[config.mk]
export PLATFORM = sky130hd
export DESIGN_NAME = scmmd_fifo
export DESIGN_NICKNAME = d
export VERILOG_FILES = /design/src/sv/scmmd_fifo.sv
export SDC_FILE = /design/constraint.sdc
export NUM_CORES = 1
export LEC_CHECK = 0
export ABC_AREA = 1
export BUFFER_PORTS_ARGS = -buffer_cell sky130_fd_sc_hd__buf_4
export CORE_MARGIN = 5
export CORE_UTILIZATION = 45
export CTS_BUF_LIST = sky130_fd_sc_hd__clkbuf_8
export DETAILED_ROUTE_END_ITERATION = 6
export SKIP_LAST_GASP = 1
export SLEW_MARGIN = 25
export SYNTH_ARGS = -nofsm -noshare
export SYNTH_HDL_FRONTEND = slang
export SYNTH_SLANG_ARGS = --single-unit
[constraint.sdc]
create_clock -name clk -period 5.75 [get_ports clk]
set_input_delay 1.4375 -clock clk [delete_from_list [all_inputs] [get_ports clk]]
set_output_delay 1.4375 -clock clk [all_outputs]
set_load 0.01 [all_outputs]
[src/sv/scmmd_fifo.sv]
// small result queue taking up to two items per cycle and giving one
// no dependencies; used by the top level

module scmmd_fifo #(
	parameter int WIDTH = 29,
	parameter int DEPTH = 16
) (
	input  logic                     clk,
	input  logic                     arst_n,
	input  logic                     push0,
	input  logic                     push1,
	input  logic [WIDTH-1:0]         din0,
	input  logic [WIDTH-1:0]         din1,
	input  logic                     pop,
	output logic [WIDTH-1:0]         dout,
	output logic [$clog2(DEPTH):0]   count
);

	localparam int PW = $clog2(DEPTH);
	localparam int CW = PW + 1;

	logic [WIDTH-1:0] mem_q [DEPTH];
	logic [PW-1:0]    wr_q, rd_q;
	logic [CW-1:0]    cnt_q;

	always_ff @(posedge clk) begin
		if (push0) begin
			mem_q[wr_q] <= din0;
		end
		if (push1) begin
			mem_q[wr_q + PW'(1)] <= din1;
		end
	end

	always_ff @(posedge clk or negedge arst_n) begin
		if (!arst_n) begin
			wr_q  <= '0;
			rd_q  <= '0;
			cnt_q <= '0;
		end else begin
			wr_q  <= wr_q + PW'(push0) + PW'(push1);
			rd_q  <= rd_q + PW'(pop);
			cnt_q <= cnt_q + CW'(push0) + CW'(push1) - CW'(pop);
		end
	end

	assign dout  = mem_q[rd_q];
	assign count = cnt_q;

endmodule

# [After elaboration in Yosys (flattened, before gate mapping)]
# Memories as Yosys holds them, arrays and structs flattened.
# Cells that the tools add are included.
[word_totals] ff_bits=13 ram_bits=464 input_bits=63 out_inout_bits=34 memories=1
[mem_list] name="mem_q" depth=16 word_bits=29 rd=1 rd_ports_with_merged_regs=0 wr=2 line_no="22" rtl="logic [WIDTH-1:0] mem_q [DEPTH];"
[op_classes] n_addsub=7 muxes=4
[ops] op="4-bit by 1-bit adder with 4-bit output" count=3
[ops] op="5-bit by 1-bit adder with 5-bit output" count=2
[ops] op="5-bit by 1-bit subtractor with 5-bit output" count=1
[ops] op="4-bit by 1-bit adder with 4-bit output, second input constant" count=1
[ops] op="1-bit two-way mux" count=4

# [Logic depth before layout (Yosys ltp)]
[logic_depth] depth_word=3 depth_mapped=11

# [Least setup slack after synthesis]
# No wires, ideal clock.
[synth_path] kind="input to register" start="in push0" end="mem mem_q[10][0], enable pin" arrival_ps=3774 t_required_ps=5291 setup_slack_ps=1516 stages=2 n_path_buf=0 cell_sequence="inv_1 > o31ai_1"
[synth_rtl] item="start, declared" line_no="10" rtl="input logic push0,"
[synth_rtl] item="end, declared" line_no="22"

# [Worst setup path in the final report]
[layout_path] start="reg rd_q[1]" end="out dout[16]"
[layout_via] elab_chain_cells=1
[layout_lines] item="start, declared" line_no="23" rtl="logic [PW-1:0] wr_q, rd_q;"
[layout_lines] item="start signal, assigned" line_no="42" rtl="rd_q <= rd_q + PW'(pop);"
[layout_lines] item="memory 16 x 29 bit"
[layout_lines] item="end, declared" line_no="15" rtl="output logic [WIDTH-1:0] dout,"
# Every way passes these cells.

==> metrics.md <==
| Metric | Value |
|---|---|
| Skew-Pair Late Insertion Delay | `0.66 ns` |
| Detail Placement HPWL | `43,500 µm` |
| Synth warn | `0` |
| GR Overflow Total | `0` |
| Die span in x | `247 µm` |
| Largest cells by area after synthesis | `edfxtp_1 (55%), nand2_1 (18%), o21ai_0 (8.2%)` |
| Number of max-cap violations | `0` |
| Pwr Total | `13.3 mW` |
| Setup Buffers After CTS | `0` |
| Global Route Usage Sum | `26.0%` |
| Critical Path RT | `4.31 ns` |
| Hold WS | `0.529 ns` |
| Setup violations, final | `0` |
| Tcrit/Tclk final | `82.3%` |
| Worst-margin pin slew | `1.05 ns` |
| Starting Density | `45.6%` |
| Die extent in y | `247 µm` |
| Post-synthesis cell type count | `25` |
| Vias per cell | `5.37` |
| Worst setup SP type | `flip-flop` |
| Final max-slew violation count | `0` |
| Most frequent cells in the layout | `nand2_1 (1,200), edfxtp_1 (464), o21ai_0 (413), inv_1 (249), nand3_1 (184)` |
| CTS max path bufs | `3` |
| Largest net degree at the start of global routing | `193` |
| Port Buffers | `96` |
| Arr. time, crit path | `3.29 ns` |
| Endpoints failing hold | `0` |
| Clock-pin slew on the worst setup and hold paths | `0.06 ns` |
| 1st-iter DRT viols | `2,370` |
| Final ANT Viol Nets | `0` |
| Routed len/inst | `20.9 µm` |
| Clk sink count | `477` |
| Worst vdd ir | `0.488 mV` |
| GPL Wtd Cong | `0.819` |
| Max FO, Critical Path | `33` |
| DRC | `0` |
| Pwr dens | `482 mW/mm²` |
| Post-layout minimum cycle time | `4.73 ns` |
| Nets | `3,083` |
| First-pass GRT wire length | `120,000 µm` |
| Core area | `0.0553 mm²` |
| Fin cells | `3,823` |
| Setup CP Type | `flip-flop to output port` |
| Commonest non-fill, non-tap cell in the layout | `nand2_1` |
| Post-synthesis register bit count | `477` |
| Max Clock Freq | `0.211 GHz` |
| Endpoint class of the critical path | `output port` |
| TritonCTS buffer count | `84` |
| TNS Setup | `0 ns` |
| Die Footprint | `0.0609 mm²` |
| Mapped Area | `0.0252 mm²` |
| TritonRoute pass-1 iters | `6` |
| Vias in the first global route | `19,632` |
| Post_cts resized | `0` |
| Fillers | `5,279` |
| IO Pins | `97` |
| Tightest Hold Check Type | `flip-flop to flip-flop` |
| Largest area contributor in the netlist | `edfxtp_1` |
| CTS tree | `done` |
| Hold_buf cts | `0` |
| Row count | `86` |
| Status | `finished, final reports clean` |
| Slew headroom | `30.1%` |
| Mapped Cells | `3,064` |
| Unrepaired setup endpoints after global routing | `false` |
| Share of the synthesized area in the top cell type | `55.2%` |
| Initial antenna violation count | `5` |
| Post-Route Skew | `0.0229 ns` |
| Seq/Total Area, Yosys | `56.5%` |
| CTS root buf | `clkbuf_8` |
| Share of cells above drive strength 1 | `9.45%` |
| Routed wire length | `79,700 µm` |
| Lkg Pwr | `12.3 nW` |
| Dpl cells | `3,672` |
| Mapped Avg Cell Area | `8.23 µm²` |
| H-tree depth | `3` |
| Detailed-route via count | `20,541` |
| Syn_nets | `3,137` |
| Area delta synth->final | `9.80%` |
-- cell families (layout without fill, tap and decap cells) --
group	after synthesis	after routing	share of synthesized area, %
compound gates	469	469	9.34
xor+xnor	8	8	0.278
fa+ha+maj	10	10	0.585
buf+inv	501	507	8.21
flops	477	477	56.5
other cells	0	5	0
simple gates	1599	1599	25.1
-- power breakdown --
group	switching [mW]	internal, mW	total (mW)	leakage (nW)
clock	1.43	1.55	2.98	0.910
combinational	3.93	1.52	5.44	7.05
sequential	0.265	4.66	4.93	4.37
total	5.62	7.73	13.3	12.3
-- final timing paths --
path / from / to / slack [ns] / cells past startpoint
max: rd_q[1]$_DFF_PN0_ / dout[16] / 1.02 / 8
max reg2reg: wr_q[2]$_DFF_PN0_ / mem_q[3][19]$_DFFE_PP_ / 3.02 / 5
min reg2reg: rd_q[2]$_DFF_PN0_ / rd_q[2]$_DFF_PN0_ / 0.53 / 1
min: rd_q[2]$_DFF_PN0_ / rd_q[2]$_DFF_PN0_ / 0.53 / 1
min in group asynchronous: arst_n / count[4]$_DFF_PN0_ / 0.64 / 1
max in group asynchronous: arst_n / rd_q[0]$_DFF_PN0_ / 4.89 / 1
-- final cells by class --
class	instances	area, µm²	area share (%)
timing repair buffer	134	1030	3.74
inverter	227	860	3.10
tap	748	936	3.38
multi-input combinational	2086	9060	32.7
clock buffer	92	1270	4.57
clock inverter	54	269	0.971
antenna	5	12.5	0.0452
sequential	477	14300	51.5
-- sequential cells by signal, indices dropped and copies added, names as in the netlist --
signal  count
count       5
wr_q        4
rd_q        4
mem_q     464
-- worst max-delay path, cell delays in order (launching register included) --
cell     delay [ns]
dfrtp_2        0.61
nor2_4         0.81
buf_4          0.48
nand3_1        0.12
nand2_1        0.08
nor2_1         0.06
nand2_1        0.06
nand2_1        0.17
buf_4          0.20
-- per-stage QoR --
stage / util, % / instance area [µm²] / setup WS, ns
2_1_floorplan: - / 25200 / 1.52
3_3_place_gp: 47.2 / 26100 / 1.66
6_report: 50.1 / 27700 / 1.02
4_1_cts: 50.0 / 27700 / 0.952
3_5_place_dp: 47.3 / 26100 / 1.65
5_1_grt: 50.1 / 27700 / 0.830
-- metal layers --
layer	global-route usage, %	vias to the layer above	part of all wire (%)	routed length, µm
met1	34.4	9655	41	32900
li1	-	9808	-	-
met3	4.20	189	7.3	5850
met2	42.2	889	47	37200
met4	11.9	0	4.7	3770
met5	0	-	0	0
-- Yosys cell counts --
cell         n
nand2_2      2
nand3_1    190
inv_2        8
nand2_1   1216
buf_6       14
o31ai_1      4
a21oi_1      1
o21ai_1     51
buf_4       12
nand2_4      1
xor2_1       8
clkbuf_1   173
nor2_1     177
clkbuf_2     2
edfxtp_1   464
dfrtp_1     13
buf_1       42
inv_1      219
ha_1         7
nor2_4       4
nor2_2       4
nand3_2      5
o21ai_0    413
buf_2       31
fa_1         3
Power figures use the tool's default switching activity.
