===== config.mk =====
export PLATFORM = sky130hd
export DESIGN_NAME = scmmd_map
export DESIGN_NICKNAME = d
export VERILOG_FILES = /design/src/sv/scmmd_pkg.sv /design/src/sv/scmmd_map.sv
export SDC_FILE = /design/constraint.sdc
export NUM_CORES = 2
export LEC_CHECK = 0
export ABC_CLOCK_PERIOD_IN_PS = 18770
export BUFFER_PORTS_ARGS = -buffer_cell sky130_fd_sc_hd__buf_2
export CAP_MARGIN = 20
export CORE_MARGIN = 4
export CORE_UTILIZATION = 42
export DETAILED_ROUTE_END_ITERATION = 10
export SLEW_MARGIN = 25
export SYNTH_ARGS = -nofsm -noshare
export SYNTH_HDL_FRONTEND = slang
export SYNTH_SLANG_ARGS = --single-unit
export TNS_END_PERCENT = 1

===== constraint.sdc =====
create_clock -name clk -period 18.77 [get_ports clk]
set_input_delay 1.877 -clock clk [delete_from_list [all_inputs] [get_ports clk]]
set_output_delay 1.877 -clock clk [all_outputs]
set_load 0.02 [all_outputs]

===== src/sv/scmmd_pkg.sv =====
// shared types and constants for the scope column min/max decimator
// no dependencies; imported by the mapping pipeline and the top level

package scmmd_pkg;

	// fixed field widths
	localparam int IDX_W      = 24;
	localparam int XB_W       = 12;
	localparam int XR_W       = 32;
	localparam int XP_W       = 18;
	localparam int YB_W       = 16;
	localparam int YG_W       = 24;
	localparam int CFG_IDX_W  = 3;
	localparam int CFG_DATA_W = 32;

	// column arithmetic widths
	localparam int T_W = 42;
	localparam int M_W = 41;
	localparam int A_W = 57;
	localparam int B_W = 49;
	localparam int L_W = 50;
	localparam int Q_W = 42;
	localparam int V_W = 44;

	// rounding term, one half in the 2^32 scaled product
	localparam logic [B_W-1:0] ROUND_HALF = 49'h0_0000_8000_0000;

	// mapping pipeline depth and output queue
	localparam int MAP_STAGES = 6;
	localparam int OUT_DEPTH  = 16;

	typedef enum logic [CFG_IDX_W-1:0] {
		REG_X_BASE  = 3'd0,
		REG_X_LIMIT = 3'd1,
		REG_X_RATIO = 3'd2,
		REG_X_PHASE = 3'd3,
		REG_Y_BASE  = 3'd4,
		REG_Y_GAIN  = 3'd5
	} reg_idx_t;

	typedef struct packed {
		logic [XB_W-1:0] x_base;
		logic [XB_W-1:0] x_limit;
		logic [XR_W-1:0] x_ratio;
		logic [XP_W-1:0] x_phase;
		logic [YB_W-1:0] y_base;
		logic [YG_W-1:0] y_gain;
	} cfg_t;

	localparam logic [XB_W-1:0] X_BASE_RST  = 12'h000;
	localparam logic [XB_W-1:0] X_LIMIT_RST = 12'hFFF;
	localparam logic [XR_W-1:0] X_RATIO_RST = 32'h0001_0000;
	localparam logic [XP_W-1:0] X_PHASE_RST = 18'h0_0000;
	localparam logic [YB_W-1:0] Y_BASE_RST  = 16'h0000;
	localparam logic [YG_W-1:0] Y_GAIN_RST  = 24'h01_0000;

endpackage


===== src/sv/scmmd_map.sv =====
// six stage pipeline mapping sample index to screen column and sample to row
// depends on scmmd_pkg

module scmmd_map
	import scmmd_pkg::*;
#(
	parameter int COLUMN_BITS = 12,
	parameter int SAMPLE_BITS = 16
) (
	input  logic                          clk,
	input  logic                          arst_n,
	input  cfg_t                          cfg,
	input  logic                          in_valid,
	input  logic signed [SAMPLE_BITS-1:0] in_sample,
	input  logic [IDX_W-1:0]              in_index,
	input  logic                          in_start,
	output logic                          out_valid,
	output logic                          out_start,
	output logic [COLUMN_BITS-1:0]        out_col,
	output logic signed [SAMPLE_BITS-1:0] out_row,
	output logic [MAP_STAGES-1:0]         busy
);

	localparam int CB   = COLUMN_BITS;
	localparam int SB   = SAMPLE_BITS;
	localparam int YP_W = SB + YG_W;
	localparam int D_W  = SB + 8;
	localparam int RW   = SB + 10;
	localparam logic signed [RW-1:0] ROW_MAX = RW'((1 << (SB - 1)) - 1);
	localparam logic signed [RW-1:0] ROW_MIN = ~ROW_MAX;

	logic v_s1, v_s2, v_s3, v_s4, v_s5, v_s6;
	logic bs_s1, bs_s2, bs_s3, bs_s4, bs_s5, bs_s6;

	logic signed [SB-1:0]  sample_s1;
	logic [IDX_W-1:0]      index_s1;
	logic signed [T_W-1:0] t_s2;
	logic                  sneg_s2;
	logic [SB-1:0]         smag_s2;
	logic [M_W-1:0]        m_s3;
	logic                  neg_s3, sneg_s3;
	logic [YP_W-1:0]       yprod_s3;
	logic [A_W-1:0]        a_s4;
	logic [B_W-1:0]        b_s4;
	logic                  neg_s4;
	logic signed [D_W:0]   yd_s4;
	logic [Q_W-1:0]        q_s5;
	logic                  neg_s5;
	logic signed [RW-1:0]  rowraw_s5;
	logic [CB-1:0]         col_s6;
	logic signed [SB-1:0]  row_s6;

	logic signed [T_W-1:0] t_c;
	logic [SB-1:0]         smag_c;
	logic [M_W-1:0]        m_c;
	logic [YP_W-1:0]       yprod_c;
	logic [A_W-1:0]        a_c;
	logic [B_W-1:0]        b_c;
	logic [D_W-1:0]        d_c;
	logic signed [D_W:0]   yd_c;
	logic [L_W-1:0]        low_c;
	logic [Q_W-1:0]        q_c;
	logic signed [RW-1:0]  rowraw_c;
	logic [V_W-1:0]        xb_c, v_c;
	logic [CB-1:0]         col_c;
	logic signed [SB-1:0]  row_c;

	always_comb begin
		// index in Q16 plus phase
		t_c = $signed({2'b00, index_s1, 16'h0000})
			+ $signed({{(T_W-XP_W){cfg.x_phase[XP_W-1]}}, cfg.x_phase});
		smag_c = sample_s1[SB-1] ? SB'(-sample_s1) : SB'(sample_s1);

		m_c = t_s2[T_W-1] ? M_W'(-t_s2) : t_s2[M_W-1:0];
		yprod_c = YP_W'(smag_s2) * YP_W'(cfg.y_gain);

		a_c = A_W'(m_s3[M_W-1:16]) * A_W'(cfg.x_ratio);
		b_c = B_W'(m_s3[15:0]) * B_W'(cfg.x_ratio) + ROUND_HALF;
		d_c = yprod_s3[YP_W-1:16];
		yd_c = sneg_s3 ? -$signed({1'b0, d_c}) : $signed({1'b0, d_c});

		low_c = L_W'({a_s4[15:0], 16'h0000}) + L_W'(b_s4);
		q_c = Q_W'(a_s4[A_W-1:16]) + Q_W'(low_c[L_W-1:32]);
		rowraw_c = $signed({{(RW-YB_W){cfg.y_base[YB_W-1]}}, cfg.y_base})
			- $signed({yd_s4[D_W], yd_s4});

		// column offset, negative positions step back q - 1 columns
		xb_c = V_W'(cfg.x_base);
		if (!neg_s5) begin
			v_c = xb_c + V_W'(q_s5);
		end else if (q_s5 == '0) begin
			v_c = xb_c;
		end else begin
			v_c = xb_c + V_W'(1) - V_W'(q_s5);
		end
		if (v_c[V_W-1]) begin
			col_c = '0;
		end else if (|v_c[V_W-2:CB]) begin
			col_c = '1;
		end else begin
			col_c = v_c[CB-1:0];
		end

		if (rowraw_s5 > ROW_MAX) begin
			row_c = ROW_MAX[SB-1:0];
		end else if (rowraw_s5 < ROW_MIN) begin
			row_c = ROW_MIN[SB-1:0];
		end else begin
			row_c = rowraw_s5[SB-1:0];
		end
	end

	always_ff @(posedge clk or negedge arst_n) begin
		if (!arst_n) begin
			v_s1 <= 1'b0;
			v_s2 <= 1'b0;
			v_s3 <= 1'b0;
			v_s4 <= 1'b0;
			v_s5 <= 1'b0;
			v_s6 <= 1'b0;
		end else begin
			v_s1 <= in_valid;
			v_s2 <= v_s1;
			v_s3 <= v_s2;
			v_s4 <= v_s3;
			v_s5 <= v_s4;
			v_s6 <= v_s5;
		end
	end

	always_ff @(posedge clk) begin
		if (in_valid) begin
			sample_s1 <= in_sample;
			index_s1  <= in_index;
			bs_s1     <= in_start;
		end
		t_s2      <= t_c;
		sneg_s2   <= sample_s1[SB-1];
		smag_s2   <= smag_c;
		bs_s2     <= bs_s1;
		m_s3      <= m_c;
		neg_s3    <= t_s2[T_W-1];
		sneg_s3   <= sneg_s2;
		yprod_s3  <= yprod_c;
		bs_s3     <= bs_s2;
		a_s4      <= a_c;
		b_s4      <= b_c;
		neg_s4    <= neg_s3;
		yd_s4     <= yd_c;
		bs_s4     <= bs_s3;
		q_s5      <= q_c;
		neg_s5    <= neg_s4;
		rowraw_s5 <= rowraw_c;
		bs_s5     <= bs_s4;
		col_s6    <= col_c;
		row_s6    <= row_c;
		bs_s6     <= bs_s5;
	end

	assign out_valid = v_s6;
	assign out_start = bs_s6;
	assign out_col   = col_s6;
	assign out_row   = row_s6;
	assign busy      = {v_s6, v_s5, v_s4, v_s3, v_s2, v_s1};

endmodule


==> Yosys cells after proc, flatten, opt, wreduce, memory -nomap -nowiden <==
Cells that the tools add are included.
{ "totals": {"register_bits": 423, "inputBits": 158, "output_inout_bits": 36, "elab_cells": 57} }
{ "op_classes": {"addsub": 11, "n_mul": 3, "magnitude_cmp": 2, "muxes": 7, "n_reduce_logical": 2} }
{ "op_table": {"columns": ["operator", "count"], "rows": [
  ["$mux W44", 2],
  ["$add A41 B18 Y42", 2],
  ["$mul A25 B32 Y57", 1],
  ["$add A32 B49 Y50", 1],
  ["$add A48 B32 Y49 const B", 1],
  ["$mul A16 B32 Y48", 1],
  ["$add A12 B42 Y43", 1],
  ["$sub A13 B42 Y43", 1],
  ["$logic_not A42 Y1", 1],
  ["$mux W41", 1],
  ["$neg A41 Y41", 1],
  ["$mul A16 B24 Y40", 1],
  ["$reduce_or A31 Y1", 1],
  ["$gt A26 B16 Y1 const B", 1],
  ["$lt A26 B16 Y1 const B", 1],
  ["$sub A16 B25 Y26", 1],
  ["$neg A24 Y25", 1],
  ["$mux W24", 1],
  ["$mux W16", 1],
  ["$neg A16 Y16", 1],
  ["$mux W15", 1],
  ["$add A12 B1 Y13 const B", 1],
  ["$mux W12", 1]
]} }

==> Logic depth before layout (Yosys ltp) <==
{ "logic_depth": {"ltp_word": 6, "mapped_depth": 28, "ltp_nobuf": 27} }

==> Worst setup path after synthesis <==
No wires, ideal clock.
{ "synth_path": {"kind": "input -> register", "startpoint": "input cfg[10] (netlist bit)", "endpoint": "register yprod_s3[39]", "setup_time_ns": 0.072, "arrival_ns": 8.323, "t_required_ns": 18.698, "slack_ns": 10.375, "stages": 26, "n_path_buf": 1, "path_cell_list": "clkbuf_1 > nand2_1 > fa_1 > inv_1 > fa_1 > inv_1 > fa_1 > fa_1 > inv_1 > fa_1 > inv_1 > fa_1 > inv_1 > ha_1 > a2111oi_0 > o21ai_0 > a41o_1 > nand4_1 > a32oi_1 > a221oi_1 > nor3b_1 > o41a_1 > a41oi_1 > a21oi_1 > a21oi_1 > xnor2_1"} }
{ "synth_between": {"elab_chain_cells": 1} }
{ "synth_rtl": {"columns": ["element", "line", "source"], "rows": [
  ["from (decl)", "scmmd_map.sv:12", "input cfg_t cfg,"],
  ["$mul A16 B24 Y40", "scmmd_map.sv:75", "yprod_c = YP_W'(smag_s2) * YP_W'(cfg.y_gain);"],
  ["via yprod_c[39]", "scmmd_map.sv:56", "logic [YP_W-1:0] yprod_c;"],
  ["to (signal assigned)", "scmmd_map.sv:144", "yprod_s3 <= yprod_c;"],
  ["to (decl)", "scmmd_map.sv:42", "logic [YP_W-1:0] yprod_s3;"]
]} }
The timed path passes the listed nets, and every way through them passes these cells.
A chain may end at the register's enable or synchronous reset.

==> Worst setup path after layout <==
{ "layout_path": {"startpoint": "input cfg[70] (netlist bit)", "endpoint": "register b_s4[48]"} }
{ "layout_between": {"elab_chain_cells": 2} }
{ "layout_rtl": {"columns": ["element", "line", "source"], "rows": [
  ["$mul A16 B32 Y48", "scmmd_map.sv:78", "b_c = B_W'(m_s3[15:0]) * B_W'(cfg.x_ratio) + ROUND_HALF;"],
  ["$add A48 B32 Y49", "scmmd_map.sv:78", null],
  ["via b_c[48]", "scmmd_map.sv:58", "logic [B_W-1:0] b_c;"],
  ["to (signal assigned)", "scmmd_map.sv:147", "b_s4 <= b_c;"],
  ["to (decl)", "scmmd_map.sv:44", "logic [B_W-1:0] b_s4;"]
]} }
The timed path passes the listed nets, and every way through them passes these cells.

==> metrics <==
outcome finished clean; commonest non-fill, non-tap cell in the layout inv_1; top cell type's share of synthesized area 0.4066; largest net degree at the start of global routing 43; Slew headroom 0.3137; layout overhead on the synthesized area 6.400%; fin crit share 0.4850; reg2reg setup slack 10,670 ps; DRC 0; Max Clk Rate 109.9 MHz; # hold bufs at CTS 0; distinct cell type count after synthesis 82; Final #Nets ~9,800; Resized Gates After CTS 0; width of the chip just over 400 um; total CTS buffers 48; FP Rows about 150; IO buf count 181; most common flop cell mapped by yosys dfxtp_1; Post-synth EDFFs 41; final instance area 74,130 sq um; post-synthesis sequential area ratio 0.1187; clk_skew 59.21 ps; first-pass GRT wire length between 300 and 400 mm; final WL 183.9 mm; CTS clock-pin slew for the worst setup and hold paths roughly 60 ps; Post-synth ARST share 0.01535; worst-path maximum fanout just over 40; CP arrival ~9600 ps; initial core utilization 0.4223; Synth area leader fa_1; Req. time, crit path between 15,000 and 20,000 ps; Hold Path Sink out_start$_DFF_P_; vias in the first global route between 50,000 and 60,000; worst-margin pin slew between 1000 and 1500 ps; Post-CTS Setup Bufs 0; DR WL/cell about 19 um; # setup viols final 0; reg2reg path depth 26; Mapped Avg Cell Area just over 9 sq um; Slew Limit Fails 0; DR pass1 iterations 5; Crit Path Class primary input to flop; CTS sink cnt ~400; Worst-Skew Late Latency about 670 ps; Fin Hold WS roughly 330 ps; CTS H-tree depth 2; Synth Cell Area between 60,000 and 70,000 sq um; HP Start bs_s5$_DFF_P_; Total Neg Setup Slack 0 ps; DP Wirelength roughly 140 mm; Die ar. approximately 170,000 sq um; clock tree buffer depth 3; CTS root buffer clkbuf_16; CTS tree built; antenna violations before repair 6; max-cap violations 0; number of synthesized register bits between 300 and 400; yosys warns 0; drt initial violations ~2,600; Crit. End Element flop; die height between 400 and 500 um; fraction of layout cells with a size suffix above 1 0.05193; Vias 50,530; Core ar. 165,000 sq um; FF-to-FF End b_s4[48]$_DFF_P_; gr usage total 0.2188; Cells after Synth 7,671; Final Hold Fails 0; most frequent cells in the layout inv_1 (1,646), fa_1 (1,415), nand2_1 (1,091); IO Count slightly below 200; Worst Hold Class flop to flop; Tmin final between 9000 and 10,000 ps; GRT overflow 0; gpl congestion 0.8762; placed instance area ~73,000 sq um; type of origin of the critical path primary input; DR vias/cell 5.125; unrepaired setup endpoints after global routing no; hold depth 0; worst r2r src m_s3[1]$_DFF_P_; post-route ant nets 0; Syn Nets 9,816; final core utilization 0.4493; top cells by area, synth fa_1 (41%), ha_1 (10%), dfxtp_1 (9.9%)
cell families after synthesis:
kind of cell	share of synthesized area
AOI/OAI and AO/OA	0.05642
adders and majority gates	0.5093
muxes	0.001006
xor gates and xnor gates	0.03796
and+or+nand+nor	0.1682
DFF	0.1187
buffers and inverters	0.1084
layout make-up:
cell class / count / area (sq um)
inverter: 1646 / 6178
multi-input combinational: 5279 / 53870
sequential: 391 / 8294
clock inverter: 25 / 201.4
antenna: 5 / 12.51
clock buffer: 65 / 1356
timing repair buffer: 258 / 1486
fill: 16160 / 90860
tap: 2189 / 2739
through the flow:
stage               cells  worst slack [ps]
global route         9855              9282
finish               9858              9667
floorplan            7671             10380
CTS                  9853              9753
detailed placement   9763              9086
global placement     9763              9145
worst max-delay path by stage:
stage | startpoint | cells after the start | to
after floorplan | cfg[10] | 26 | yprod_s3[39]$_DFF_P_
after global placement | cfg[82] | 29 | a_s4[55]$_DFF_P_
after detailed placement | cfg[70] | 28 | b_s4[48]$_DFF_P_
after CTS | cfg[69] | 28 | a_s4[55]$_DFF_P_
after global routing | cfg[70] | 28 | b_s4[48]$_DFF_P_
final | cfg[70] | 28 | b_s4[48]$_DFF_P_
sequential cells by signal (all words and copies together), names as in the netlist, 12 cells and up:
signal and count:
b_s4 33, t_s2 42, yprod_s3 24, q_s5 42
a_s4 57, sample_s1 16, out_col 12, out_row 16
rowraw_s5 26, smag_s2 16, yd_s4 25, m_s3 41
index_s1 24
Yosys cell counts (14+ instances only):
library cell and n:
nand2b_1 32, o21ai_0 126, ha_1 572, a21oi_1 176
or3_1 26, nand3_1 69, a211oi_1 16, a31oi_1 19
inv_1 1646, dfxtp_1 344, nor2_1 146, fa_1 1415
and2_1 778, and3_1 29, o21a_1 35, xor2_1 87
o21bai_1 15, nor2b_1 30, or4_1 17, xnor2_1 215
clkbuf_1 342, edfxtp_1 41, o31ai_1 27, a21o_1 93
nand4_1 36, nand2_1 1091, o211ai_1 14, nor3_1 59
layer usage:
metal / GRT usage / routed length, um
met5: 0 / 0
met4: 0.06926 / 6121
met3: 0.03162 / 11040
met2: 0.3654 / 86770
met1: 0.2944 / 79950
worst max-delay path: stages:
cell       delay [ps]
buf_2              80
buf_4             630
nand2_1           170
fa_1              570
inv_1              50
fa_1              530
inv_1              70
fa_1              500
inv_1              50
fa_1              540
inv_1              50
fa_1              470
inv_1              50
fa_1              430
ha_1              300
a21oi_1           160
o21ai_0           240
a21oi_1           270
o2bb2ai_1          80
buf_4             170
a31o_2            310
a31o_2            240
o311ai_0          490
o21ai_0           320
a21o_1            280
a21o_1            210
a21oi_1           170
xnor2_1           230
Power is not shown: default switching activity piles up to over one toggle a cycle in this logic, so the estimate is an artifact.
